`src/rtl/core/spw_pkg.sv`:
```
// Shared types and constants of the servo pulse watchdog.
`default_nettype none

package spw_pkg;

   // Field widths.
   localparam int CHAN_W     = 3;
   localparam int PULSE_W    = 16;
   localparam int POS_W      = 16;
   localparam int CNT_W      = 16;
   localparam int CSR_IDX_W  = 2;

   // Positions are signed Q2.14; one full unit of travel is 1 << 14.
   localparam int POS_FRAC_W = 14;
   localparam int POS_ONE    = 1 << POS_FRAC_W;

   // Only eight channels can be named by the channel field.
   localparam int ADDR_CHANNELS = 1 << CHAN_W;

   typedef logic [CHAN_W-1:0]         chan_type;
   typedef logic [PULSE_W-1:0]        pulse_type;
   typedef logic signed [POS_W-1:0]   position_type;
   typedef logic [CNT_W-1:0]          count_type;
   typedef logic [CSR_IDX_W-1:0]      csr_index_type;

   // Operation codes of an input word.
   localparam logic OP_COMMAND = 1'b0;
   localparam logic OP_TICK    = 1'b1;

   // Register indexes of the configuration port.
   localparam csr_index_type CSR_PULSE_MIN = 2'd0;
   localparam csr_index_type CSR_PULSE_MAX = 2'd1;
   localparam csr_index_type CSR_TIMEOUT   = 2'd2;

   // Register reset values.
   localparam pulse_type RST_PULSE_MIN = 16'd1000;
   localparam pulse_type RST_PULSE_MAX = 16'd2000;
   localparam count_type RST_TIMEOUT   = 16'd10;

   localparam count_type CNT_MAX = {CNT_W{1'b1}};

endpackage

`default_nettype wire

```
`src/rtl/core/spw_scaler.sv`:
```
// Two-step position to pulse width scaler: clamp and multiply, then truncate and offset.
`default_nettype none

module spw_scaler import spw_pkg::*; (
   input  wire logic         clock,
   input  wire logic         reset,
   input  wire logic         start,
   input  wire position_type position,
   input  wire pulse_type    pulse_min,
   input  wire pulse_type    pulse_max,
   output logic              done,
   output pulse_type         pulse
);

   localparam int CLAMP_W = POS_FRAC_W + 1;
   localparam int SPAN_W  = PULSE_W + 1;
   localparam int PROD_W  = 32;

   logic [CLAMP_W-1:0]        clamp_pos;
   logic signed [SPAN_W-1:0]  span;
   logic signed [PROD_W-1:0]  prod_in;
   logic signed [PROD_W-1:0]  prod_ff;
   logic signed [PROD_W-1:0]  biased;
   logic signed [PROD_W-1:0]  quot;
   logic                      mul_ff;
   logic                      done_ff;
   pulse_type                 pulse_ff;

   always_comb begin
      if (position[POS_W-1]) begin
         clamp_pos = '0;
      end else if (position > POS_W'(POS_ONE)) begin
         clamp_pos = CLAMP_W'(POS_ONE);
      end else begin
         clamp_pos = position[CLAMP_W-1:0];
      end
   end

   assign span    = $signed({1'b0, pulse_max}) - $signed({1'b0, pulse_min});
   // Both factors are sign-extended to the product width before the multiply.
   assign prod_in = PROD_W'($signed({1'b0, clamp_pos})) * PROD_W'(span);

   // Division by 2^14 truncating toward zero: bias negative products first.
   assign biased = prod_ff + (prod_ff[PROD_W-1] ? PROD_W'(POS_ONE - 1) : '0);
   assign quot   = biased >>> POS_FRAC_W;

   always_ff @(posedge clock) begin
      if (start) begin
         prod_ff <= prod_in;
      end
      if (mul_ff) begin
         pulse_ff <= pulse_min + quot[PULSE_W-1:0];
      end
   end

   always_ff @(posedge clock) begin
      if (reset) begin
         mul_ff  <= 1'b0;
         done_ff <= 1'b0;
      end else begin
         mul_ff  <= start;
         done_ff <= mul_ff;
      end
   end

   assign done  = done_ff;
   assign pulse = pulse_ff;

endmodule

`default_nettype wire

```
`config.mk`:
```
export PLATFORM = sky130hd
export DESIGN_NAME = spw_scaler
export DESIGN_NICKNAME = d
export VERILOG_FILES = /design/src/rtl/core/spw_pkg.sv /design/src/rtl/core/spw_scaler.sv
export SDC_FILE = /design/constraint.sdc
export NUM_CORES = 1
export LEC_CHECK = 0
export ABC_AREA = 1
export ABC_CLOCK_PERIOD_IN_PS = 11000
export BUFFER_PORTS_ARGS = -buffer_cell sky130_fd_sc_hd__buf_2
export CAP_MARGIN = 40
export CORE_UTILIZATION = 50
export CTS_CLUSTER_SIZE = 40
export DETAILED_ROUTE_END_ITERATION = 8
export MAX_ROUTING_LAYER = met4
export PLACE_DENSITY_LB_ADDON = 0.12
export SETUP_SLACK_MARGIN = 0.2
export SLEW_MARGIN = 20
export SYNTH_ARGS = -nofsm -noshare
export SYNTH_HDL_FRONTEND = slang
export SYNTH_SLANG_ARGS = --single-unit
```
`constraint.sdc`:
```
create_clock -name clock -period 11 [get_ports clock]
set_clock_uncertainty 0.2 [all_clocks]
set_input_delay 2.2 -clock clock [delete_from_list [all_inputs] [get_ports clock]]
set_output_delay 2.2 -clock clock [all_outputs]
set_load 0.01 [all_outputs]
```
==> results.toml <==
[sta]
period_minus_slack_ps = 9570
maxSlewViolCount = 0
rsz0062_at_grt = "no"
worst_pin_slew_ps = 705
maxSlewHeadroom_pct = 53.0
fin_setup_tns_ps = 0
hold_viol_final = 0
min_period_over_period_pct = 87.0
setup_viol = 0
fmax_mhz = 105
setup_ws_ps = 1430

[place]
io_buffers = 67
gp_congestion = 0.957
dp_hpwl_mm = 34.0
pre_cts_ws_ps = 1110

[synthesis]
syn_inst = 1774
synth_top_family_by_area = "adder cells"
synth_simple_gate_area_share_pct = 19.9
yosys-top-cells-area = "fa_1, inv_1, ha_1"
yosys-top-cells-count = "inv_1, nand2_1, fa_1, nor2_1, ha_1"
ys_ff_latch = 49
post-synth-top-count-cell = "inv_1"
synth_xor_area_share_pct = 4.58
yosysTopAreaCell = "fa_1"
avgSynthCellArea_um2 = 7.96
synth-compound-area-share_pct = 5.86
synth_top_area_share_pct = 35.6
synth_adder_area_share_pct = 46.8
synth_edf_count = 47
yosys_warnings = 0
syn_nets = 2203
synth-async-reset-ratio_pct = 0
synth.distinct_cells = 49
synth-seq-area-share_pct = 10.3
ys.flop_type = "edfxtp_1"
synth_area_um2 = 14100
synthMuxAreaShare_pct = 0

[setup_path]
cp_slowest_cell = "fa_1"
cpMostUsedCell = "nand2_1"
critical_path_class = "in -> reg"
end_kind = "register"
worstPathMaxFanout = 12
crit_required_ps = 10840
max_stage_delay_ps = 760
reg2regPathDepth = 15
reg2reg_slack_ps = 6740
start_kind = "input pin"
arrival_ps = 9410

[cts]
cts_resized = 0
cts_sinks = 49
root_buffer = "clkbuf_16"
clock_latency_ps = 290
cts_buffers = 5
tritoncts = "done"
ctsHtreeMaxLevel = 2
clkTransAtPathRegs_ps = 70
post-cts-setup-buffers = 0
cts_buffer_depth = 2
holdBufCountCts = 0

[die]
num_io_pins = 68
dieArea_um2 = 28900
initial_core_util_pct = 50.9
core_area_um2 = 27800
fp.dieH_um = 170
die_width_um = 170
num_rows = 61

[cells_and_area]
diodes = 0
area_growth_syn_to_layout_pct = 7.07
n_fill_cell = 2734
layout-drive-gt1-share_pct = 7.60
layout.nets = 2270

[pwr]
clock_power_share_pct = 4.4
intPower_mw = 1.96
p_seq_share_pct = 10.7
power_density_nw_per_um2 = 304
comb_power_share_pct = 84.9
p_sw_mw = 2.64
vdd_drop_max_mv = 0.161
leakage_nw = 7.89
swShare_pct = 57.4

[run]
cap_violations = 0

[global_routing]
grt_pass1_wl_mm = 63.0
grt_pass1_vias = 11800
antenna_found_initial = 0
grt_use_total_pct = 29.5
grt_overflow_total = 0
grt_max_degree = 33

[detailed_routing]
finalWirelength_mm = 39.3
vias_per_cell = 5.19
initialDrtViolationCount = 756
routedWlPerCell_um = 17.7
drt_pre_antenna_iters = 5
num_vias = 11500
drc = 0
ant_nets = 0

[worst_hold_path]
hp-class = "reg -> reg"
hold_depth = 2

[status]
outcome = "finished, final reports clean"
==> cells by family (layout without fill, tap and decap cells) <==
| family | after synthesis | count (layout) |
|---|---|---|
| AOI/OAI and AO/OA | 145 | 145 |
| xor gates and xnor gates | 64 | 64 |
| adders and majority gates | 378 | 378 |
| buffers and inverters | 464 | 532 |
| DFF | 49 | 49 |
| and+or+nand+nor | 674 | 674 |
==> registers in the layout, summed over array words and instances (netlist names) <==
signal	flops
prod_ff	31
mul_ff	1
pulse	16
done	1
==> final timing paths <==
check / from / end
hold / removal: mul_ff$_SDFF_PP0_ / done$_SDFF_PP0_
setup reg to reg: prod_ff[31]$_DFFE_PP_ / pulse[15]$_DFFE_PP_
setup / recovery: pulse_min[9] / prod_ff[28]$_DFFE_PP_
hold reg to reg: mul_ff$_SDFF_PP0_ / done$_SDFF_PP0_
==> cell type report <==
class	count	area [µm²]	share of cell area (%)
multi-input combinational	1261	10900	72.1
inverter	443	1670	11.0
sequential	49	1450	9.59
tap	378	473	3.13
timing repair buffer	81	440	2.91
clock buffer	5	125	0.827
clock inverter	3	68.8	0.455
==> stage by stage <==
step	hold WS, ps	power [mW]	util [%]	instances	area [µm²]
after floorplan	443	3.34	-	1774	14100
after global placement	541	4.35	53.8	2212	14900
after detailed placement	543	4.39	53.8	2212	14900
after CTS	557	4.61	54.5	2220	15100
after global routing	590	5.17	54.5	2220	15100
final	534	4.60	54.5	2220	15100
==> cell usage in the layout (no fill, tap or decap), types with 39 or more instances in the layout <==
| cell type | n |
|---|---|
| o21ai_0 | 39 |
| xor2_1 | 44 |
| nand2_1 | 304 |
| nor2_1 | 219 |
| edfxtp_1 | 47 |
| buf_2 | 67 |
| inv_1 | 431 |
| fa_1 | 251 |
| nand3_1 | 84 |
| a21oi_1 | 76 |
| ha_1 | 127 |
==> power by group through the flow <==
| stage | Clock [mW] | Combinational, mW | Sequential [mW] |
|---|---|---|---|
| finish | 0.201 | 3.90 | 0.493 |
| global route | 0.210 | 4.45 | 0.504 |
| CTS | 0.204 | 3.91 | 0.494 |
| detailed placement | 0 | 3.89 | 0.497 |
| global placement | 0 | 3.86 | 0.496 |
| floorplan | 0 | 2.85 | 0.495 |
==> worst max-delay path: cells and delay by family <==
kind | cells | cell delay, ps
buffers and inverters | 7 | 710
AO/OA/AOI/OAI | 1 | 350
XOR/XNOR | 3 | 490
adder cells (fa/ha/maj) | 7 | 3810
AND/OR/NAND/NOR | 11 | 1830
==> routing by layer <==
metal	GRT usage (%)	up-vias	share of wire [%]
met1	38.7	5524	43
met2	48.4	411	47
li1	-	5509	-
met4	8.66	0	3.1
met3	3.02	74	6.5
met5	-	-	0
Note: power is estimated with default switching activity, not from simulation.
